===== config.mk =====
export PLATFORM = sky130hd
export DESIGN_NAME = char_lcd_parallel_controller
export DESIGN_NICKNAME = d
export VERILOG_FILES = /design/src/rtl/lcdc_pkg.sv /design/src/rtl/char_lcd_parallel_controller.sv /design/src/rtl/lcdc_ram.sv
export VERILOG_INCLUDE_DIRS = /design/src /design/src/rtl
export SDC_FILE = /design/constraint.sdc
export NUM_CORES = 1
export LEC_CHECK = 0
export ABC_AREA = 1
export BUFFER_PORTS_ARGS = -buffer_cell sky130_fd_sc_hd__buf_4
export CAP_MARGIN = 25
export CORE_MARGIN = 2
export CORE_UTILIZATION = 35
export CTS_CLUSTER_DIAMETER = 120
export DETAILED_ROUTE_END_ITERATION = 10
export HOLD_SLACK_MARGIN = 0.12
export PLACE_DENSITY_LB_ADDON = 0.08
export SYNTH_ARGS = -nofsm -noshare
export SYNTH_HDL_FRONTEND = slang
export SYNTH_SLANG_ARGS = --single-unit

===== constraint.sdc =====
create_clock -name clk -period 5.9 [get_ports clk]
set_input_delay 0.885 -clock clk [delete_from_list [all_inputs] [get_ports clk]]
set_output_delay 0.885 -clock clk [all_outputs]
set_load 0.05 [all_outputs]

===== src/rtl/char_lcd_parallel_controller_assert.svh =====
// Assertion macros for the character LCD controller.
// Needs clk and arst_n in the scope where the macros are used.
`ifndef CHAR_LCD_PARALLEL_CONTROLLER_ASSERT_SVH
`define CHAR_LCD_PARALLEL_CONTROLLER_ASSERT_SVH

`ifndef NO_ASSERTIONS

// Consequent must hold in the same cycle as the antecedent.
`define LCDC_ASSERT_NOW(lbl, ante, cons) \
	lbl: assert property (@(posedge clk) disable iff (!arst_n) (ante) |-> (cons)) \
		else $error("lcdc: same-cycle check failed");

// Consequent must hold in the cycle after the antecedent.
`define LCDC_ASSERT_NEXT(lbl, ante, cons) \
	lbl: assert property (@(posedge clk) disable iff (!arst_n) (ante) |=> (cons)) \
		else $error("lcdc: next-cycle check failed");

`else

`define LCDC_ASSERT_NOW(lbl, ante, cons)
`define LCDC_ASSERT_NEXT(lbl, ante, cons)

`endif

`endif


===== src/rtl/lcdc_pkg.sv =====
`timescale 1ns / 1ps
// Shared types and constants of the character LCD controller.
// No dependencies.
package lcdc_pkg;

	localparam int BUFFER_CHARS = 32;
	localparam int BUF_AW       = (BUFFER_CHARS > 1) ? $clog2(BUFFER_CHARS) : 1;
	localparam int CNT_W        = 6;

	localparam logic [7:0] CLEAR_CMD = 8'h01;

	// Configuration register indexes
	localparam logic [2:0] REG_POWER_WAIT   = 3'd0;
	localparam logic [2:0] REG_CLEAR_WAIT   = 3'd1;
	localparam logic [2:0] REG_FUNCTION_SET = 3'd2;
	localparam logic [2:0] REG_DISPLAY_CTL  = 3'd3;
	localparam logic [2:0] REG_ENTRY_MODE   = 3'd4;

	localparam logic [7:0] RST_POWER_WAIT   = 8'd30;
	localparam logic [7:0] RST_CLEAR_WAIT   = 8'd1;
	localparam logic [7:0] RST_FUNCTION_SET = 8'h38;
	localparam logic [7:0] RST_DISPLAY_CTL  = 8'h0C;
	localparam logic [7:0] RST_ENTRY_MODE   = 8'h06;

	// Request kinds
	localparam logic [1:0] FUNC_TICK  = 2'd0;
	localparam logic [1:0] FUNC_CLEAR = 2'd1;
	localparam logic [1:0] FUNC_CHAR  = 2'd2;

	// Status codes
	localparam logic [1:0] ST_OK        = 2'd0;
	localparam logic [1:0] ST_BUSY      = 2'd1;
	localparam logic [1:0] ST_NOT_READY = 2'd2;
	localparam logic [1:0] ST_OVERFLOW  = 2'd3;

	typedef enum logic [5:0] {
		STEP_WAIT       = 6'b000001,
		STEP_DISPCTL    = 6'b000010,
		STEP_CLEAR      = 6'b000100,
		STEP_CLRWAIT    = 6'b001000,
		STEP_ENTRY_DONE = 6'b010000,
		STEP_READY      = 6'b100000
	} init_step_t;

	typedef enum logic [2:0] {
		MODE_IDLE = 3'b001,
		MODE_DATA = 3'b010,
		MODE_CMD  = 3'b100
	} out_mode_t;

	typedef enum logic [2:0] {
		PH_SETUP = 3'b001,
		PH_FALL  = 3'b010,
		PH_DONE  = 3'b100
	} strobe_ph_t;

	typedef struct packed {
		logic [1:0] func;
		logic [7:0] char_value;
		logic       char_last;
	} in_item_t;

	typedef struct packed {
		logic [1:0] status;
		logic       rs_level;
		logic       en_level;
		logic [7:0] data_bus;
		logic       ready_res;
		logic       busy_res;
	} out_item_t;

endpackage


===== src/rtl/char_lcd_parallel_controller.sv =====
`timescale 1ns / 1ps
// Character LCD controller, 8-bit parallel bus: init sequencer, command and string output.
// Depends on lcdc_pkg, lcdc_ram and char_lcd_parallel_controller_assert.svh.
//
// Usage:
//  - Requests arrive on in_valid/in_ready/in_data (func, char_value, char_last); each one
//    gives exactly one result on out_valid/out_ready/out_data.
//  - func tick advances the power-up sequence, then the clear command or the string
//    output; clear and character requests answer ok, busy, not ready or overflow.
//  - Each result is registered in the output register, or in the skid register while
//    the receiver stalls. One request is taken per cycle while in_ready is high.
//  - Characters sit in a 32-entry RAM with registered read. The read address is the
//    next send index, so the character under output is always ready in the cycle of
//    its tick; a write to the same entry in the same cycle is forwarded.
//  - Results pass an output register and a one-entry skid register: while the
//    receiver stalls, one more request is taken, then in_ready drops until the
//    skid register drains.
//  - Reset brings back the register defaults, starts the power-up wait and empties
//    the output stages. The RAM needs no clearing pass; only entries written by the
//    current string are read.
//  - cfg_we writes cfg_data to register cfg_index at once; indexes past the list
//    are ignored.
module char_lcd_parallel_controller (
	input  logic                clk,
	input  logic                arst_n,
	input  logic                in_valid,
	output logic                in_ready,
	input  lcdc_pkg::in_item_t  in_data,
	output logic                out_valid,
	input  logic                out_ready,
	output lcdc_pkg::out_item_t out_data,
	input  logic                cfg_we,
	input  logic [2:0]          cfg_index,
	input  logic [7:0]          cfg_data
);

	// Configuration registers
	logic [7:0] power_wait_q, clear_wait_q, function_set_q, display_ctl_q, entry_mode_q;

	// Controller state
	lcdc_pkg::init_step_t step_q, step_d;
	lcdc_pkg::out_mode_t  mode_q, mode_d;
	lcdc_pkg::strobe_ph_t phase_q, phase_d;
	logic [7:0]                 wait_q, wait_d;
	logic [lcdc_pkg::CNT_W-1:0] send_q, send_d;
	logic [lcdc_pkg::CNT_W-1:0] load_q, load_d;
	logic [lcdc_pkg::CNT_W-1:0] load_base;
	logic                       loading_q, loading_d;
	logic                       rs_q, rs_d;
	logic                       en_q, en_d;
	logic [7:0]                 bus_q, bus_d;

	// Strobe request from the sequencer
	logic       strobe_go;
	logic       strobe_rs;
	logic [7:0] strobe_byte;
	logic       strobe_done;

	// Character store
	logic                        ram_we;
	logic [lcdc_pkg::BUF_AW-1:0] ram_waddr;
	logic [7:0]                  ram_wdata;
	logic [lcdc_pkg::BUF_AW-1:0] ram_raddr;
	logic [7:0]                  ram_rdata;
	logic                        fwd_hit_q;
	logic [7:0]                  fwd_data_q;
	logic [7:0]                  cur_char;

	// Output stages
	logic                accept;
	logic [1:0]          status;
	lcdc_pkg::out_item_t result;
	lcdc_pkg::out_item_t main_q, skid_q;
	logic                main_v_q, skid_v_q;
	logic                ready_now;
	logic                out_busy;

	assign accept      = in_valid && in_ready;
	assign ready_now   = (step_q == lcdc_pkg::STEP_READY);
	assign out_busy    = (mode_q == lcdc_pkg::MODE_DATA) || (mode_q == lcdc_pkg::MODE_CMD);
	assign strobe_done = (phase_q == lcdc_pkg::PH_DONE);
	assign cur_char    = fwd_hit_q ? fwd_data_q : ram_rdata;

	always_ff @(posedge clk or negedge arst_n) begin
		if (!arst_n) begin
			power_wait_q   <= lcdc_pkg::RST_POWER_WAIT;
			clear_wait_q   <= lcdc_pkg::RST_CLEAR_WAIT;
			function_set_q <= lcdc_pkg::RST_FUNCTION_SET;
			display_ctl_q  <= lcdc_pkg::RST_DISPLAY_CTL;
			entry_mode_q   <= lcdc_pkg::RST_ENTRY_MODE;
		end else if (cfg_we) begin
			unique case (cfg_index)
				lcdc_pkg::REG_POWER_WAIT:   power_wait_q   <= cfg_data;
				lcdc_pkg::REG_CLEAR_WAIT:   clear_wait_q   <= cfg_data;
				lcdc_pkg::REG_FUNCTION_SET: function_set_q <= cfg_data;
				lcdc_pkg::REG_DISPLAY_CTL:  display_ctl_q  <= cfg_data;
				lcdc_pkg::REG_ENTRY_MODE:   entry_mode_q   <= cfg_data;
				default: ;
			endcase
		end
	end

	always_comb begin
		step_d      = step_q;
		mode_d      = mode_q;
		phase_d     = phase_q;
		wait_d      = wait_q;
		send_d      = send_q;
		load_d      = load_q;
		loading_d   = loading_q;
		rs_d        = rs_q;
		en_d        = en_q;
		bus_d       = bus_q;
		strobe_go   = 1'b0;
		strobe_rs   = 1'b0;
		strobe_byte = 8'h00;
		ram_we      = 1'b0;
		ram_waddr   = '0;
		ram_wdata   = in_data.char_value;
		status      = lcdc_pkg::ST_OK;
		load_base   = loading_q ? load_q : '0;

		if (accept) begin
			unique case (in_data.func)
				lcdc_pkg::FUNC_TICK: begin
					if (ready_now) begin
						if (mode_q == lcdc_pkg::MODE_DATA) begin
							if ((send_q < load_q) &&
							    (send_q < lcdc_pkg::CNT_W'(lcdc_pkg::BUFFER_CHARS)) &&
							    (cur_char != 8'h00)) begin
								strobe_go   = 1'b1;
								strobe_rs   = 1'b1;
								strobe_byte = cur_char;
								if (strobe_done) begin
									send_d = send_q + 1'b1;
								end
							end else begin
								send_d = '0;
								mode_d = lcdc_pkg::MODE_IDLE;
							end
						end else if (mode_q == lcdc_pkg::MODE_CMD) begin
							strobe_go   = 1'b1;
							strobe_byte = lcdc_pkg::CLEAR_CMD;
							if (strobe_done) begin
								mode_d = lcdc_pkg::MODE_IDLE;
							end
						end
					end else begin
						unique case (step_q)
							lcdc_pkg::STEP_WAIT: begin
								if (wait_q == power_wait_q) begin
									strobe_go   = 1'b1;
									strobe_byte = function_set_q;
									if (strobe_done) begin
										step_d = lcdc_pkg::STEP_DISPCTL;
										wait_d = '0;
									end
								end else begin
									wait_d = wait_q + 1'b1;
								end
							end
							lcdc_pkg::STEP_DISPCTL: begin
								strobe_go   = 1'b1;
								strobe_byte = display_ctl_q;
								if (strobe_done) begin
									step_d = lcdc_pkg::STEP_CLEAR;
									wait_d = '0;
								end
							end
							lcdc_pkg::STEP_CLEAR: begin
								strobe_go   = 1'b1;
								strobe_byte = lcdc_pkg::CLEAR_CMD;
								if (strobe_done) begin
									step_d = lcdc_pkg::STEP_CLRWAIT;
									wait_d = '0;
								end
							end
							lcdc_pkg::STEP_CLRWAIT: begin
								if (wait_q == clear_wait_q) begin
									strobe_go   = 1'b1;
									strobe_byte = entry_mode_q;
									if (strobe_done) begin
										step_d = lcdc_pkg::STEP_ENTRY_DONE;
										wait_d = '0;
									end
								end else begin
									wait_d = wait_q + 1'b1;
								end
							end
							lcdc_pkg::STEP_ENTRY_DONE: begin
								step_d = lcdc_pkg::STEP_READY;
							end
							default: ;
						endcase
					end
				end
				lcdc_pkg::FUNC_CLEAR: begin
					if (!ready_now) begin
						status = lcdc_pkg::ST_NOT_READY;
					end else if (out_busy || loading_q) begin
						status = lcdc_pkg::ST_BUSY;
					end else begin
						mode_d = lcdc_pkg::MODE_CMD;
					end
				end
				lcdc_pkg::FUNC_CHAR: begin
					if (!ready_now) begin
						status = lcdc_pkg::ST_NOT_READY;
					end else if (out_busy) begin
						status = lcdc_pkg::ST_BUSY;
					end else begin
						loading_d = 1'b1;
						load_d    = load_base;
						if (load_base < lcdc_pkg::CNT_W'(lcdc_pkg::BUFFER_CHARS)) begin
							ram_we    = 1'b1;
							ram_waddr = load_base[lcdc_pkg::BUF_AW-1:0];
							load_d    = load_base + 1'b1;
						end else begin
							status = lcdc_pkg::ST_OVERFLOW;
						end
						if (in_data.char_last) begin
							loading_d = 1'b0;
							send_d    = '0;
							mode_d    = lcdc_pkg::MODE_DATA;
						end
					end
				end
				default: ;
			endcase
		end

		// Byte strobe: setup with EN high, drop EN, then finish
		if (strobe_go) begin
			unique case (phase_q)
				lcdc_pkg::PH_SETUP: begin
					rs_d    = strobe_rs;
					en_d    = 1'b1;
					bus_d   = strobe_byte;
					phase_d = lcdc_pkg::PH_FALL;
				end
				lcdc_pkg::PH_FALL: begin
					en_d    = 1'b0;
					phase_d = lcdc_pkg::PH_DONE;
				end
				default: begin
					phase_d = lcdc_pkg::PH_SETUP;
				end
			endcase
		end

		ram_raddr = send_d[lcdc_pkg::BUF_AW-1:0];

		result.status    = status;
		result.rs_level  = rs_d;
		result.en_level  = en_d;
		result.data_bus  = bus_d;
		result.ready_res = (step_d == lcdc_pkg::STEP_READY);
		result.busy_res  = (mode_d == lcdc_pkg::MODE_DATA) || (mode_d == lcdc_pkg::MODE_CMD) ||
		                   loading_d;
	end

	always_ff @(posedge clk or negedge arst_n) begin
		if (!arst_n) begin
			step_q    <= lcdc_pkg::STEP_WAIT;
			mode_q    <= lcdc_pkg::MODE_IDLE;
			phase_q   <= lcdc_pkg::PH_SETUP;
			wait_q    <= '0;
			send_q    <= '0;
			load_q    <= '0;
			loading_q <= 1'b0;
			rs_q      <= 1'b0;
			en_q      <= 1'b0;
			bus_q     <= '0;
			fwd_hit_q <= 1'b0;
		end else begin
			step_q    <= step_d;
			mode_q    <= mode_d;
			phase_q   <= phase_d;
			wait_q    <= wait_d;
			send_q    <= send_d;
			load_q    <= load_d;
			loading_q <= loading_d;
			rs_q      <= rs_d;
			en_q      <= en_d;
			bus_q     <= bus_d;
			// forward a write that lands on the entry being read
			fwd_hit_q <= ram_we && (ram_waddr == ram_raddr);
		end
	end

	always_ff @(posedge clk) begin
		fwd_data_q <= ram_wdata;
	end

	lcdc_ram #(
		.WIDTH(8),
		.DEPTH(lcdc_pkg::BUFFER_CHARS)
	) u_char_ram (
		.clk  (clk),
		.we   (ram_we),
		.waddr(ram_waddr),
		.wdata(ram_wdata),
		.raddr(ram_raddr),
		.rdata(ram_rdata)
	);

	// Output register with a skid stage
	assign in_ready  = !skid_v_q;
	assign out_valid = main_v_q;
	assign out_data  = main_q;

	always_ff @(posedge clk or negedge arst_n) begin
		if (!arst_n) begin
			main_v_q <= 1'b0;
			skid_v_q <= 1'b0;
		end else if (out_ready || !main_v_q) begin
			main_v_q <= skid_v_q || accept;
			skid_v_q <= 1'b0;
		end else if (accept) begin
			skid_v_q <= 1'b1;
		end
	end

	always_ff @(posedge clk) begin
		if (out_ready || !main_v_q) begin
			main_q <= skid_v_q ? skid_q : result;
		end else if (accept) begin
			skid_q <= result;
		end
	end

`include "char_lcd_parallel_controller_assert.svh"

	`LCDC_ASSERT_NOW(a_load_not_during_output, loading_q, mode_q == lcdc_pkg::MODE_IDLE)
	`LCDC_ASSERT_NOW(a_load_within_buffer, 1'b1,
		load_q <= lcdc_pkg::CNT_W'(lcdc_pkg::BUFFER_CHARS))
	`LCDC_ASSERT_NOW(a_skid_behind_main, skid_v_q, main_v_q)
	`LCDC_ASSERT_NOW(a_en_high_only_in_fall, en_q, phase_q == lcdc_pkg::PH_FALL)

endmodule


===== src/rtl/lcdc_ram.sv =====
`timescale 1ns / 1ps
// Generic single-write, single-read RAM with registered read data.
// No dependencies.
module lcdc_ram #(
	parameter int WIDTH = 8,
	parameter int DEPTH = 32
) (
	input  logic                     clk,
	input  logic                     we,
	input  logic [$clog2(DEPTH)-1:0] waddr,
	input  logic [WIDTH-1:0]         wdata,
	input  logic [$clog2(DEPTH)-1:0] raddr,
	output logic [WIDTH-1:0]         rdata
);

	logic [WIDTH-1:0] mem [DEPTH];

	always_ff @(posedge clk) begin
		if (we) begin
			mem[waddr] <= wdata;
		end
		rdata <= mem[raddr];
	end

endmodule


==> results by group <==
Synthesis
  • Count of different cell masters after synthesis: 52
  • EDFF count, synth: 284
  • Yosys warning count: 0
  • Yosys reg bits: 386
  • Synthesized area: 17,500 um2
  • Cells after Synth: 1,796
  • Mean Syn Cell Area: 9.76 um2
  • FFs w/ async S/R, synth: 0.223
  • Synth Flop Type: edfxtp_1
  • Syn Nets: 1,836
  • Register area share after synthesis: 0.629

Setup path
  • R2R depth: 18
  • Setup crit end kind: flip-flop
  • R2r endpoint: u_char_ram.rdata[4]
  • Setup crit start kind: flip-flop
  • Setup CP Type: flip-flop to flip-flop
  • WP data arrival: 4.64 ns
  • WP data required: 6.37 ns
  • Crit path max fanout: 48
  • Crit-path slowest cell: dfrtp_1
  • Max incr delay on CP: 0.53 ns
  • Worst reg2reg setup slack: 1.73 ns
  • CP most frequent cell: nand2_1
  • Reg2reg start: skid_v_q
  • Sequence of cells on the critical path: inv_2 -> nand2_2 -> nor2_1 -> buf_4 -> nor2_1 -> nor2_1 -> nand2_2 -> nand2_4 -> nand2_4 -> buf_4 -> nand2_1 -> nand2_1 -> nand2_1 -> nand3_1 -> nand3_1 -> nand2_1 -> nand2_1 -> nand2_1

Floorplan
  • Die Span Y: 228 um
  • Rows: 82
  • Starting density of the core: 0.352
  • Core Region: 49,800 um2
  • Die area: 51,900 um2
  • Horizontal die dimension: 228 um
  • IO Pins: 43

CTS
  • Setup bufs post-CTS: 0
  • Clk pin slew, worst setup/hold paths: 0.06 ns
  • Resized Gates After CTS: 0
  • Clock tree root buffer cell: clkbuf_16
  • CTS Hold Buffers Added: 0
  • Worst skew pair latency: 0.59 ns
  • Clock sink count: 386
  • CTS Buf Count: 44
  • TritonCTS clock tree: yes
  • Max H-tree Level: 2
  • CTS max path bufs: 3

STA
  • Fin Setup TNS: 0 ns
  • Final WS setup: 1.73 ns
  • Final hold vios: 0
  • Highest Clock Rate: 240 MHz
  • Worst hold slack: 0.168 ns
  • RSZ-0062 raised after global routing: false
  • Max_slew headroom: 0.348
  • Final setup vio count: 0
  • Final Slew Violations: 0
  • Fin Clk Skew: 0.0181 ns
  • Minimum clock period: 4.17 ns
  • Slew @ Worst Pin: 0.975 ns
  • Fin crit share: 0.707

Finish
  • Most frequent cells in the layout: nand2_1 (635), edfxtp_1 (284), nand3_1 (263), inv_1 (103), nor2_1 (85)
  • Finished Layout Cells: 2,531
  • Layout area overhead: 13.3%
  • Fillcell total: 4,923
  • Leading cell type in the layout, fill and taps excluded: nand2_1
  • Share of cells above drive strength 1: 0.102
  • Post-route cell area: 19,900 um2
  • Max reg flops: 256
  • Fin util: 0.399
  • Nets: 1,864
  • Antenna Cells: 0
  • Top reg by flops: u_char_ram.mem

Global routing
  • Largest net degree at the start of global routing: 83
  • Initial antenna violation count: 0
  • Total track usage: 0.194
  • Vias in the first global route: 12.6k
  • Global-route wire length before repair: 77.6 mm
  • Total grt overflow: 0

Route
  • Final WL: 49.8 mm
  • DR vias: 12.6k
  • Post-route ant nets: 0
  • WL/cell: 19.7 um
  • DRT Pass-1 Iters: 5
  • Via/cell ratio: 4.98
  • Residual DRC: 0
  • DRT iter0 DRCs: 783

Placement
  • DP Area: 18,400 um2
  • DP HPWL: 31.1 mm
  • Post-place setup slack: 1.19 ns
  • I/O Buffers: 42
  • Placer congestion estimate: 0.830
  • Cell count after placement: 2,448

Outcome
  • Status: completed

Job
  • Max_cap viols: 0

Pwr
  • Leak: 8.11 nW
  • PD cells: 351 nW/um2
  • Max IR drop VDD: 0.174 mV
  • Tot Pwr: 6.97 mW

Hold path
  • Worst Hold Class: input port to async pin
[cell usage after synthesis (all sizes together), types with 15 or more instances]
cell type / instances / share of area
a21oi: 16 / 0.0050
buf: 67 / 0.024
dfrtp: 71 / 0.10
dfstp: 15 / 0.022
dfxtp: 16 / 0.018
edfxtp: 284 / 0.49
inv: 114 / 0.025
nand2: 650 / 0.14
nand3: 264 / 0.076
nor2: 97 / 0.024
nor3: 18 / 0.0060
o21ai: 79 / 0.023
[metal layers]
layer | part of all wire | vias up | track usage
met2 | 0.47 | 293 | 0.319
li1 | - | 6113 | -
met4 | 0.030 | 0 | 0.0695
met5 | 0 | - | 0
met3 | 0.048 | 86 | 0.0284
met1 | 0.45 | 6124 | 0.262
[worst max-delay path by stage]
stage,startpoint,to,slack [ns],depth (start not counted)
floorplan,in_data[9],u_char_ram.mem[4][0],2.60,12
global placement,in_data[9],u_char_ram.rdata[0],1.24,20
detailed placement,in_data[9],u_char_ram.rdata[0],1.19,20
CTS,skid_v_q,u_char_ram.rdata[0],1.65,18
global route,skid_v_q,u_char_ram.rdata[0],1.32,18
finish,skid_v_q,u_char_ram.rdata[4],1.73,18
[layout make-up]
type | count | area (um2) | share of cell area
well taps | 672 | 841 | 0.0423
flip-flops and latches | 386 | 11000 | 0.555
inverters | 116 | 438 | 0.0220
repair buffers | 59 | 483 | 0.0243
multi-input cells | 1217 | 5630 | 0.284
clock inverters | 26 | 303 | 0.0152
clock buffers | 55 | 1150 | 0.0580
[cell families after synthesis]
logic type,count (synthesis),share of synthesized area
and+or+nand+nor,1055,0.258
DFF,386,0.629
buffers and inverters,193,0.0507
AOI/OAI and AO/OA,132,0.0444
xor gates and xnor gates,17,0.00849
adders and majority gates,13,0.00928
[critical path: cells and delay by family (launching register included)]
kind,cells,cell delay [ns]
buffers and inverters,3,0.96
and+or+nand+nor,15,2.49
DFF,1,0.53
[power breakdown]
group / internal (mW) / total, mW / switching, mW
Combinational: 0.289 / 0.975 / 0.686
Clock: 1.66 / 2.80 / 1.14
Sequential: 3.10 / 3.20 / 0.0957
Power figures use the tool's default switching activity.
